==> src/rtl/xcr_pkg.sv <==
`default_nettype none
package xcr_pkg;

   localparam int BLOCK_BYTES_DEFAULT = 128;

   localparam logic [7:0] CH_SOH = 8'h01;
   localparam logic [7:0] CH_EOT = 8'h04;
   localparam logic [7:0] CH_ACK = 8'h06;
   localparam logic [7:0] CH_NAK = 8'h15;
   localparam logic [7:0] CH_CAN = 8'h18;
   localparam logic [7:0] CH_SUB = 8'h1A;
   localparam logic [7:0] CH_C   = 8'h43;
   localparam logic [7:0] CH_FF  = 8'hFF;

   localparam logic [1:0] ACT_START = 2'd0;
   localparam logic [1:0] ACT_BYTE  = 2'd1;
   localparam logic [1:0] ACT_TICK  = 2'd2;
   localparam logic [1:0] ACT_READ  = 2'd3;

   localparam logic [1:0] KIND_TX     = 2'd0;
   localparam logic [1:0] KIND_BLOCK  = 2'd1;
   localparam logic [1:0] KIND_FINISH = 2'd2;
   localparam logic [1:0] KIND_READ   = 2'd3;

   localparam logic [1:0] ST_OK       = 2'd0;
   localparam logic [1:0] ST_TIMEOUT  = 2'd1;
   localparam logic [1:0] ST_CANCEL   = 2'd2;
   localparam logic [1:0] ST_SEQ      = 2'd3;

   localparam logic [1:0] REG_INIT_TO   = 2'd0;
   localparam logic [1:0] REG_BYTE_TO   = 2'd1;
   localparam logic [1:0] REG_HEADER_TO = 2'd2;
   localparam logic [1:0] REG_RETRIES   = 2'd3;

   typedef struct packed {
      logic [1:0] action;
      logic [7:0] rx_byte;
      logic [1:0] read_buffer;
      logic [6:0] read_index;
   } req_type;

   typedef struct packed {
      logic [1:0] out_kind;
      logic [7:0] out_byte;
      logic [1:0] buffer_id;
      logic [7:0] block_length;
      logic [1:0] status;
      logic       last;
   } rsp_type;

   // up to three results per item
   typedef struct packed {
      logic [1:0] count;
      rsp_type    r0;
      rsp_type    r1;
      rsp_type    r2;
   } batch_type;

   typedef struct packed {
      logic [15:0] init_to;
      logic [15:0] byte_to;
      logic [15:0] header_to;
      logic [7:0]  retries;
   } cfg_type;

   // one byte through crc-16/xmodem
   function automatic logic [15:0] crc_step(input logic [15:0] crc, input logic [7:0] b);
      logic [15:0] c;
      c = crc ^ {b, 8'h00};
      for (int i = 0; i < 8; i++) begin
         c = c[15] ? ((c << 1) ^ 16'h1021) : (c << 1);
      end
      return c;
   endfunction

   function automatic rsp_type mk(input logic [1:0] k, input logic [7:0] b,
                                  input logic [1:0] id, input logic [7:0] len,
                                  input logic [1:0] st);
      rsp_type r;
      r.out_kind = k;
      r.out_byte = b;
      r.buffer_id = id;
      r.block_length = len;
      r.status = st;
      r.last = 1'b0;
      return r;
   endfunction

endpackage
`default_nettype wire

==> src/rtl/xcr_store.sv <==
`default_nettype none
module xcr_store #(
   parameter int BLOCK_BYTES = xcr_pkg::BLOCK_BYTES_DEFAULT
) (
   input  wire logic                           clock,
   input  wire logic                           wr_en,
   input  wire logic [1:0]                     wr_slot,
   input  wire logic [$clog2(BLOCK_BYTES)-1:0] wr_index,
   input  wire logic [7:0]                     wr_data,
   input  wire logic [1:0]                     rd_slot,
   input  wire logic [$clog2(BLOCK_BYTES)-1:0] rd_index,
   output logic [7:0]                          rd_data
);
   localparam int AW = $clog2(3 * BLOCK_BYTES);

   logic [7:0] mem [3*BLOCK_BYTES];
   logic [AW-1:0] wa, ra;

   assign wa = AW'(wr_slot) * AW'(BLOCK_BYTES) + AW'(wr_index);
   assign ra = AW'(rd_slot) * AW'(BLOCK_BYTES) + AW'(rd_index);

   always_ff @(posedge clock) begin
      if (wr_en) begin
         mem[wa] <= wr_data;
      end
      rd_data <= mem[ra];
   end
endmodule
`default_nettype wire

==> src/rtl/xcr_outq.sv <==
`default_nettype none
module xcr_outq (
   input  wire logic               clock,
   input  wire logic               reset,
   input  wire logic               in_valid,
   input  wire xcr_pkg::batch_type in_batch,
   input  wire logic [7:0]         in_read_data,
   output logic                    in_stall,
   output logic                    rsp_valid,
   input  wire logic               rsp_stall,
   output xcr_pkg::rsp_type        rsp_data
);
   import xcr_pkg::*;

   // four entry fifo of results; accept a batch when three entries are free
   // after this cycle's pop
   rsp_type    q_ff [4];
   logic [1:0] rd_ff, wr_ff;
   logic [2:0] cnt_ff;
   // read data arrives in the cycle after the batch and is patched in then
   logic       patch_ff;
   logic [1:0] patch_at_ff;

   logic       pop, push, patch_blk;
   logic [2:0] cnt_in;
   rsp_type    e [3];

   assign patch_blk = patch_ff && (patch_at_ff == rd_ff);
   assign pop  = (cnt_ff != 3'd0) && !rsp_stall && !patch_blk;
   assign in_stall = ((cnt_ff - {2'b00, pop}) > 3'd1);
   assign push = in_valid && !in_stall;
   assign rsp_valid = (cnt_ff != 3'd0) && !patch_blk;
   assign rsp_data = q_ff[rd_ff];

   assign e[0] = in_batch.r0;
   assign e[1] = in_batch.r1;
   assign e[2] = in_batch.r2;

   always_comb begin
      cnt_in = cnt_ff - {2'b00, pop} + (push ? {1'b0, in_batch.count} : 3'd0);
   end

   always_ff @(posedge clock) begin
      if (reset) begin
         rd_ff <= '0;
         wr_ff <= '0;
         cnt_ff <= '0;
         patch_ff <= 1'b0;
         patch_at_ff <= '0;
      end else begin
         if (patch_ff) begin
            q_ff[patch_at_ff].out_byte <= in_read_data;
         end
         patch_ff <= 1'b0;
         if (push) begin
            for (int i = 0; i < 3; i++) begin
               if (2'(i) < in_batch.count) begin
                  q_ff[wr_ff + 2'(i)] <= e[i];
               end
            end
            wr_ff <= wr_ff + in_batch.count;
            if (in_batch.r0.out_kind == KIND_READ && in_batch.count == 2'd1) begin
               patch_ff <= 1'b1;
               patch_at_ff <= wr_ff;
            end
         end
         if (pop) begin
            rd_ff <= rd_ff + 2'd1;
         end
         cnt_ff <= cnt_in;
      end
   end
endmodule
`default_nettype wire

==> src/rtl/xcr_ctrl.sv <==
`default_nettype none
module xcr_ctrl #(
   parameter int BLOCK_BYTES = xcr_pkg::BLOCK_BYTES_DEFAULT
) (
   input  wire logic                           clock,
   input  wire logic                           reset,
   input  wire logic                           go,
   input  wire xcr_pkg::req_type               req,
   input  wire xcr_pkg::cfg_type               cfg,
   output xcr_pkg::batch_type                  batch,
   output logic                                wr_en,
   output logic [1:0]                          wr_slot,
   output logic [$clog2(BLOCK_BYTES)-1:0]      wr_index,
   output logic [7:0]                          wr_data
);
   import xcr_pkg::*;

   localparam int IW = $clog2(BLOCK_BYTES);

   typedef enum logic [3:0] {
      PH_IDLE, PH_INIT, PH_NUM, PH_INV, PH_DATA, PH_CRCHI, PH_CRCLO, PH_HEADER, PH_DRAIN
   } phase_type;

   phase_type   phase_ff, phase_in;
   logic [7:0]  retry_ff, retry_in, exp_ff, exp_in, got_ff, got_in, crchi_ff, crchi_in;
   logic [15:0] tick_ff, tick_in, crc_ff, crc_in;
   logic [IW:0] idx_ff, idx_in;
   logic [7:0]  len_ff [3];
   logic [7:0]  len_in [3];
   logic [1:0]  rs_ff, rs_in, hs_ff, hs_in, ls_ff, ls_in;
   logic        hv_ff, hv_in;

   rsp_type     r [3];
   logic [1:0]  n;
   logic [7:0]  b;
   logic [15:0] tk, lim;

   always_comb begin
      phase_in = phase_ff; retry_in = retry_ff; exp_in = exp_ff; got_in = got_ff;
      crchi_in = crchi_ff; tick_in = tick_ff; crc_in = crc_ff; idx_in = idx_ff;
      len_in = len_ff; rs_in = rs_ff; hs_in = hs_ff; ls_in = ls_ff; hv_in = hv_ff;
      r[0] = '0; r[1] = '0; r[2] = '0; n = 2'd0;
      wr_en = 1'b0; wr_slot = rs_ff; wr_index = idx_ff[IW-1:0]; wr_data = req.rx_byte;
      b = req.rx_byte;
      tk = (tick_ff != 16'hFFFF) ? tick_ff + 16'd1 : tick_ff;
      lim = (phase_ff == PH_HEADER) ? cfg.header_to : cfg.byte_to;
      case (req.action)
         ACT_START: begin
            phase_in = PH_INIT; retry_in = '0; tick_in = '0; exp_in = 8'd1; hv_in = 1'b0;
            r[0] = mk(KIND_TX, CH_C, 2'd0, 8'd0, ST_OK); n = 2'd1;
         end
         ACT_READ: begin
            r[0] = mk(KIND_READ, 8'd0, 2'd0, 8'd0, ST_OK); n = 2'd1;
         end
         ACT_TICK: begin
            if (phase_ff != PH_IDLE) begin
               tick_in = tk;
               if (phase_ff == PH_INIT) begin
                  if (tk >= cfg.init_to) begin
                     retry_in = retry_ff + 8'd1; tick_in = '0;
                     if (retry_in >= cfg.retries) begin
                        r[0] = mk(KIND_FINISH, 8'd0, 2'd0, 8'd0, ST_TIMEOUT);
                        phase_in = PH_IDLE;
                     end else begin
                        r[0] = mk(KIND_TX, CH_C, 2'd0, 8'd0, ST_OK);
                     end
                     n = 2'd1;
                  end
               end else if (tk >= lim) begin
                  r[0] = mk(KIND_TX, CH_CAN, 2'd0, 8'd0, ST_OK);
                  r[1] = r[0];
                  r[2] = mk(KIND_FINISH, 8'd0, 2'd0, 8'd0, ST_TIMEOUT);
                  n = 2'd3; phase_in = PH_IDLE;
               end
            end
         end
         default: begin
            if (phase_ff != PH_IDLE) begin
               tick_in = '0;
               unique case (phase_ff)
                  PH_INIT: begin
                     if (b == CH_SOH) phase_in = PH_NUM;
                     else if (b == CH_CAN) begin
                        r[0] = mk(KIND_FINISH, 8'd0, 2'd0, 8'd0, ST_CANCEL); n = 2'd1;
                        phase_in = PH_IDLE;
                     end else begin
                        retry_in = retry_ff + 8'd1;
                        if (retry_in >= cfg.retries) begin
                           r[0] = mk(KIND_FINISH, 8'd0, 2'd0, 8'd0, ST_TIMEOUT);
                           phase_in = PH_IDLE;
                        end else begin
                           r[0] = mk(KIND_TX, CH_C, 2'd0, 8'd0, ST_OK);
                        end
                        n = 2'd1;
                     end
                  end
                  PH_NUM: begin got_in = b; phase_in = PH_INV; end
                  PH_INV: begin
                     if (got_ff + b != CH_FF) begin
                        r[0] = mk(KIND_TX, CH_NAK, 2'd0, 8'd0, ST_OK); n = 2'd1;
                        phase_in = PH_HEADER;
                     end else begin
                        idx_in = '0; crc_in = '0; phase_in = PH_DATA;
                     end
                  end
                  PH_DATA: begin
                     wr_en = 1'b1;
                     if (idx_ff == '0) len_in[rs_ff] = 8'd0;
                     if (b != CH_SUB) len_in[rs_ff] = 8'(idx_ff) + 8'd1;
                     crc_in = crc_step(crc_ff, b);
                     idx_in = idx_ff + 1'b1;
                     if (idx_in >= (IW+1)'(BLOCK_BYTES)) phase_in = PH_CRCHI;
                  end
                  PH_CRCHI: begin crchi_in = b; phase_in = PH_CRCLO; end
                  PH_CRCLO: begin
                     phase_in = PH_HEADER;
                     if ({crchi_ff, b} != crc_ff) begin
                        r[0] = mk(KIND_TX, CH_NAK, 2'd0, 8'd0, ST_OK); n = 2'd1;
                     end else if (got_ff == exp_ff - 8'd1) begin
                        r[0] = mk(KIND_TX, CH_ACK, 2'd0, 8'd0, ST_OK); n = 2'd1;
                     end else if (got_ff != exp_ff) begin
                        r[0] = mk(KIND_TX, CH_CAN, 2'd0, 8'd0, ST_OK);
                        r[1] = r[0];
                        r[2] = mk(KIND_FINISH, 8'd0, 2'd0, 8'd0, ST_SEQ);
                        n = 2'd3; phase_in = PH_IDLE;
                     end else begin
                        r[0] = mk(KIND_TX, CH_ACK, 2'd0, 8'd0, ST_OK); n = 2'd1;
                        if (hv_ff) begin
                           r[1] = mk(KIND_BLOCK, 8'd0, hs_ff, 8'(BLOCK_BYTES), ST_OK);
                           n = 2'd2;
                        end
                        ls_in = hs_ff; hs_in = rs_ff; rs_in = ls_ff; hv_in = 1'b1;
                        exp_in = exp_ff + 8'd1;
                     end
                  end
                  PH_HEADER, PH_DRAIN: begin
                     if (b == CH_SOH) phase_in = PH_NUM;
                     else if (b == CH_EOT) begin
                        if (hv_ff && len_ff[hs_ff] != 8'd0) begin
                           r[0] = mk(KIND_BLOCK, 8'd0, hs_ff, len_ff[hs_ff], ST_OK);
                           r[1] = mk(KIND_TX, CH_ACK, 2'd0, 8'd0, ST_OK);
                           r[2] = mk(KIND_FINISH, 8'd0, 2'd0, 8'd0, ST_OK);
                           n = 2'd3; ls_in = hs_ff; hs_in = ls_ff;
                        end else begin
                           r[0] = mk(KIND_TX, CH_ACK, 2'd0, 8'd0, ST_OK);
                           r[1] = mk(KIND_FINISH, 8'd0, 2'd0, 8'd0, ST_OK);
                           n = 2'd2;
                        end
                        hv_in = 1'b0; phase_in = PH_IDLE;
                     end else if (b == CH_CAN) begin
                        r[0] = mk(KIND_FINISH, 8'd0, 2'd0, 8'd0, ST_CANCEL); n = 2'd1;
                        phase_in = PH_IDLE;
                     end else if (phase_ff == PH_HEADER) begin
                        r[0] = mk(KIND_TX, CH_NAK, 2'd0, 8'd0, ST_OK); n = 2'd1;
                        phase_in = PH_DRAIN;
                     end
                  end
                  default: ;
               endcase
            end
         end
      endcase
      case (n)
         2'd1: r[0].last = 1'b1;
         2'd2: r[1].last = 1'b1;
         2'd3: r[2].last = 1'b1;
         default: ;
      endcase
      batch.count = n; batch.r0 = r[0]; batch.r1 = r[1]; batch.r2 = r[2];
      if (!go) wr_en = 1'b0;
   end

   always_ff @(posedge clock) begin
      if (reset) begin
         phase_ff <= PH_IDLE; retry_ff <= '0; tick_ff <= '0; exp_ff <= 8'd1;
         got_ff <= '0; idx_ff <= '0; crc_ff <= '0; crchi_ff <= '0;
         for (int i = 0; i < 3; i++) len_ff[i] <= '0;
         rs_ff <= 2'd0; hs_ff <= 2'd1; ls_ff <= 2'd2; hv_ff <= 1'b0;
      end else if (go) begin
         phase_ff <= phase_in; retry_ff <= retry_in; tick_ff <= tick_in; exp_ff <= exp_in;
         got_ff <= got_in; idx_ff <= idx_in; crc_ff <= crc_in; crchi_ff <= crchi_in;
         len_ff <= len_in;
         rs_ff <= rs_in; hs_ff <= hs_in; ls_ff <= ls_in; hv_ff <= hv_in;
      end
   end
endmodule
`default_nettype wire

==> src/rtl/xmodem_crc_receiver.sv <==
`default_nettype none
// xmodem-crc receiver
// path: a request item is registered in the input register; its results are formed
//   combinationally into the output queue, where a read result waits for its store data
// throughput: one request item per cycle while results drain; a request is stalled
//   while more than one result stays in the four-entry output queue after this cycle's pop
// reset: synchronous active high; clears protocol state and config to defaults,
//   the block store is not cleared
module xmodem_crc_receiver #(
   parameter int BLOCK_BYTES = xcr_pkg::BLOCK_BYTES_DEFAULT
) (
   input  wire logic             clock,
   input  wire logic             reset,
   input  wire logic             req_valid,
   output logic                  req_stall,
   input  wire xcr_pkg::req_type req_data,
   output logic                  rsp_valid,
   input  wire logic             rsp_stall,
   output xcr_pkg::rsp_type      rsp_data,
   input  wire logic             csr_valid,
   output logic                  csr_ready,
   input  wire logic [1:0]       csr_index,
   input  wire logic [15:0]      csr_wdata
);
   import xcr_pkg::*;

   localparam int IW = $clog2(BLOCK_BYTES);

   // config registers
   cfg_type cfg_ff;
   assign csr_ready = 1'b1;
   always_ff @(posedge clock) begin
      if (reset) begin
         cfg_ff.init_to <= 16'd500;
         cfg_ff.byte_to <= 16'd1000;
         cfg_ff.header_to <= 16'd3000;
         cfg_ff.retries <= 8'd60;
      end else if (csr_valid) begin
         unique case (csr_index)
            REG_INIT_TO:   cfg_ff.init_to <= csr_wdata;
            REG_BYTE_TO:   cfg_ff.byte_to <= csr_wdata;
            REG_HEADER_TO: cfg_ff.header_to <= csr_wdata;
            REG_RETRIES:   cfg_ff.retries <= csr_wdata[7:0];
            default: ;
         endcase
      end
   end

   // input register
   logic    in_v_ff;
   req_type in_ff;
   logic    q_stall, go;
   assign req_stall = in_v_ff && q_stall;
   always_ff @(posedge clock) begin
      if (reset) begin
         in_v_ff <= 1'b0;
      end else if (!req_stall) begin
         in_v_ff <= req_valid;
      end
      if (!req_stall && req_valid) begin
         in_ff <= req_data;
      end
   end
   assign go = in_v_ff && !q_stall;

   batch_type     batch;
   logic          wr_en;
   logic [1:0]    wr_slot;
   logic [IW-1:0] wr_index;
   logic [7:0]    wr_data, rd_data, rd_mux;
   logic          rd_ok_ff;

   xcr_ctrl #(.BLOCK_BYTES(BLOCK_BYTES)) u_ctrl (
      .clock, .reset, .go, .req(in_ff), .cfg(cfg_ff), .batch,
      .wr_en, .wr_slot, .wr_index, .wr_data
   );

   // store read is issued with the item in the input register
   xcr_store #(.BLOCK_BYTES(BLOCK_BYTES)) u_store (
      .clock, .wr_en, .wr_slot, .wr_index, .wr_data,
      .rd_slot(in_ff.read_buffer), .rd_index(IW'(in_ff.read_index)), .rd_data
   );

   // buffer three reads as zero
   always_ff @(posedge clock) begin
      rd_ok_ff <= (in_ff.read_buffer != 2'd3);
   end
   assign rd_mux = rd_ok_ff ? rd_data : 8'd0;

   xcr_outq u_outq (
      .clock, .reset, .in_valid(in_v_ff), .in_batch(batch), .in_read_data(rd_mux),
      .in_stall(q_stall), .rsp_valid, .rsp_stall, .rsp_data
   );
endmodule
`default_nettype wire

==> config.mk <==
export PLATFORM = sky130hd
export DESIGN_NAME = xmodem_crc_receiver
export DESIGN_NICKNAME = d
export VERILOG_FILES = /design/src/rtl/xcr_pkg.sv /design/src/rtl/xcr_store.sv /design/src/rtl/xcr_outq.sv /design/src/rtl/xcr_ctrl.sv /design/src/rtl/xmodem_crc_receiver.sv
export SDC_FILE = /design/constraint.sdc
export NUM_CORES = 2
export LEC_CHECK = 0
export ABC_AREA = 1
export BUFFER_PORTS_ARGS = -buffer_cell sky130_fd_sc_hd__buf_2
export CAP_MARGIN = 10
export CORE_ASPECT_RATIO = 2
export CORE_MARGIN = 5
export CORE_UTILIZATION = 40
export CTS_BUF_LIST = sky130_fd_sc_hd__clkbuf_16
export DETAILED_ROUTE_END_ITERATION = 7
export GPL_ROUTABILITY_DRIVEN = 1
export PLACE_DENSITY_LB_ADDON = 0.05
export SETUP_SLACK_MARGIN = 0.2
export SKIP_LAST_GASP = 1
export SYNTH_ARGS = -nofsm -noshare
export SYNTH_HDL_FRONTEND = slang
export SYNTH_SLANG_ARGS = --single-unit
==> constraint.sdc <==
create_clock -name clock -period 9.3 [get_ports clock]
set_clock_uncertainty 0.1 [all_clocks]
set_input_delay 1.395 -clock clock [delete_from_list [all_inputs] [get_ports clock]]
set_output_delay 1.395 -clock clock [all_outputs]
set_load 0.01 [all_outputs]
==> metrics.md <==
| Metric | Value |
|---|---|
| Outcome | finished clean |
| Max VDD drop | 0.000154 V |
| CP startpoint kind | flip-flop |
| Worst-Margin Slew | 1.27 ns |
| CTS H-tree depth | 5 |
| Post-route cell area | 152000 um^2 |
| R2r setup slk | 2.98 ns |
| Post-layout util | 44.5% |
| CP arrival | 6.72 ns |
| Final clock period utilization by the worst path | 68.0% |
| # fillers | 31600 |
| Post-CTS Setup Bufs | 0 |
| Static Leak | 49.0 nW |
| Max FO, Critical Path | 34 |
| Max-cap violations | 0 |
| Drt initial violations | 8922 |
| Async S/R FF share, synth | 0% |
| WS Path Type | reg2reg |
| Most used cell, CP | nor2_1 |
| Gpl congestion | 0.952 |
| Relative slew slack | 15.6% |
| Sequential share of the synthesized area | 71.6% |
| Hold Path Class | reg2reg |
| Final setup TNS | 0 ns |
| Via density | 5.81 |
| Final Max Tran Viols | 0 |
| Area of placed instances | 142000 um^2 |
| Net count after synthesis | 11800 |
| DR DRC count | 0 |
| Pwr Density | 238 nW/um^2 |
| Area share of the largest cell type after synthesis | 67.8% |
| Antenna viol nets, final | 0 |
| Hold Vio Cnt, Final | 0 |
| Final std cells w/o fill | 16200 |
| Post-synth cell types | 63 |
| Synth-to-layout area growth | 10.7% |
| Top FF cell, synth | edfxtp_1 |
| CTS sink cnt | 3368 |
| Setup violators final | 0 |
| CP max stage cell | nor2_1 |
| RSZ-0062 raised after global routing | no |
| Avg Cell Area, Syn | 11.8 um^2 |
| Yosys Warn Count | 0 |
| Core area | 343000 um^2 |
| First-pass GRT wire length | 708000 um |
| DR pass1 iterations | 6 |
| Full die area | 357000 um^2 |
| Cells along the critical path | inv_1, nor2_1, a2111oi_0, nor3_1, ha_1, ha_1, xnor2_1, nand3_1, nor2_1, inv_1, nor2_4, buf_4, inv_1, nor2_1, nand2_4, buf_4, nor2_1 |
| Sort of element at the end of the critical path | flip-flop |
| Cell taking the most area after synthesis | edfxtp_1 |
| Post-CTS sizing | 0 |
| Vias in the first global route | 96500 |
| GRT overflow | 0 |
| Die height | 840 um |
| CP required | 9.69 ns |
| Most common cell in the synthesized netlist | edfxtp_1 |
| # nets final | 11500 |
| Largest net degree at the start of global routing | 233 |
| Synthesis-stage register bit count | 3368 |
| Initial Utilization | 40.2% |
| Clock transition at the registers of the reported paths | 0.06 ns |
| Post-synth EDFFs | 3107 |
| Post-Syn Area | 138000 um^2 |
| Cells after Synth | 11600 |
| Die X | 425 um |
| Gr usage total | 27.6% |
| Clock Latency Late Sink | 0.90 ns |
| Synth area leaders | edfxtp_1 68%, o21ai_0 7.6%, nor2_1 6.8% |
| Clock root buffer | clkbuf_16 |
| Hold_buf cts | 0 |
| Fin crit period | 6.32 ns |
| Num rows | 304 |
| Layout cell share with drive strength beyond 1 | 7.07% |
| DR WL/cell | 31.3 um |
| IO Pins | 68 |
| Final WL | 508000 um |
| Hpwl dp | 324000 um |
| Critical path's largest stage delay | 0.63 ns |
| Count of buffers from port buffering | 66 |
| TritonCTS buffer count | 314 |
| Initial antenna violation count | 16 |
| Synth top cells by count | 3107 x edfxtp_1, 2505 x nor2_1, 2082 x o21ai_0 |
| Deepest clock path buffer count | 4 |
| Vias | 94500 |
| CTS tree | built |
| Peak Freq | 0.158 GHz |
| Post-placement cell count | 15700 |
per-stage QoR:
step / setup slack [ns] / power (mW) / hold slack [ns]
finish: 2.98 / 36.2 / 0.357
global route: 2.52 / 37.4 / 0.383
CTS: 2.96 / 36.5 / 0.358
detailed placement: 2.53 / 23.4 / 0.342
global placement: 2.49 / 23.4 / 0.341
floorplan: 1.66 / 20.8 / 0.329
final timing paths:
| kind | cells after the start | startpoint | end |
|---|---|---|---|
| worst max-delay path | 17 | u_outq.patch_at_ff[1]$_SDFFE_PP0P_ | u_store.mem[238][5]$_DFFE_PP_ |
| worst min-delay path | 2 | cfg_ff[12]$_SDFFE_PP1P_ | cfg_ff[12]$_SDFFE_PP1P_ |
| worst max register to register | 17 | u_outq.patch_at_ff[1]$_SDFFE_PP0P_ | u_store.mem[238][5]$_DFFE_PP_ |
| worst min register to register | 2 | cfg_ff[12]$_SDFFE_PP1P_ | cfg_ff[12]$_SDFFE_PP1P_ |
cell type report:
class	count	area (um^2)	share of cell area [%]
repair buffers	269	2140	1.41
diodes	9	22.5	0.0148
well taps	4590	5740	3.77
inverters	261	1010	0.665
multi-input cells	7194	34800	22.8
flip-flops and latches	3368	98500	64.6
clock buffers	324	8110	5.32
clock inverters	233	2050	1.34
sequential cells by signal, summed over array words and instances, names as in the netlist, 16 cells and up, named ones only:
register,count
u_outq.q_ff,92
in_ff,19
u_ctrl.crc_ff,16
u_ctrl.len_ff,23
u_ctrl.tick_ff,16
cfg_ff,56
u_store.mem,3072
cell families after synthesis:
| logic type | Yosys count | synth area share (%) |
|---|---|---|
| AOI/OAI and AO/OA | 3412 | 13.5 |
| xor gates and xnor gates | 61 | 0.388 |
| adders and majority gates | 65 | 0.602 |
| buffers and inverters | 1083 | 3.29 |
| DFF | 3368 | 71.6 |
| muxes | 15 | 0.109 |
| other | 1 | 0.00272 |
| and+or+nand+nor | 3640 | 10.5 |
metal layers:
layer,vias to the layer above,track usage (%),part of all wire (%)
li1,42000,-,-
met5,-,0,0.0014
met1,47800,28.8,34
met2,3489,51.7,53
met4,2,18.8,8.2
met3,1203,2.95,4.4
where the power goes:
| group | total [mW] | switching [mW] | internal (mW) |
|---|---|---|---|
| registers | 17.1 | 0.0963 | 17.1 |
| logic | 5.92 | 4.65 | 1.28 |
| clock network | 13.1 | 5.85 | 7.27 |
worst max-delay path: cells and delay by family, from the launching register on:
| kind | cells | cell delay (ns) |
|---|---|---|
| flops | 1 | 0.32 |
| buf+inv | 5 | 1.45 |
| simple gates | 8 | 2.69 |
| compound gates | 1 | 0.57 |
| xor+xnor | 1 | 0.27 |
| fa+ha+maj | 2 | 0.43 |
cell usage in the layout, fill, tap and decap left out, types with 30 or more instances in the layout:
cell	Yosys	final
a21oi_1	228	228
buf_2	223	65
buf_4	30	181
bufinv_16	0	33
clkbuf_16	0	324
clkinv_1	6	44
clkinv_2	0	42
dfxtp_1	261	261
edfxtp_1	3107	3107
ha_1	63	63
inv_1	239	295
nand2_1	697	689
nand3_1	277	269
nand4_1	43	43
nor2_1	2505	2498
nor3_1	49	47
o211ai_1	30	30
o21ai_0	2082	2082
o22ai_1	962	962
xnor2_1	34	34
No activity file was read; power rests on OpenSTA's default activity.
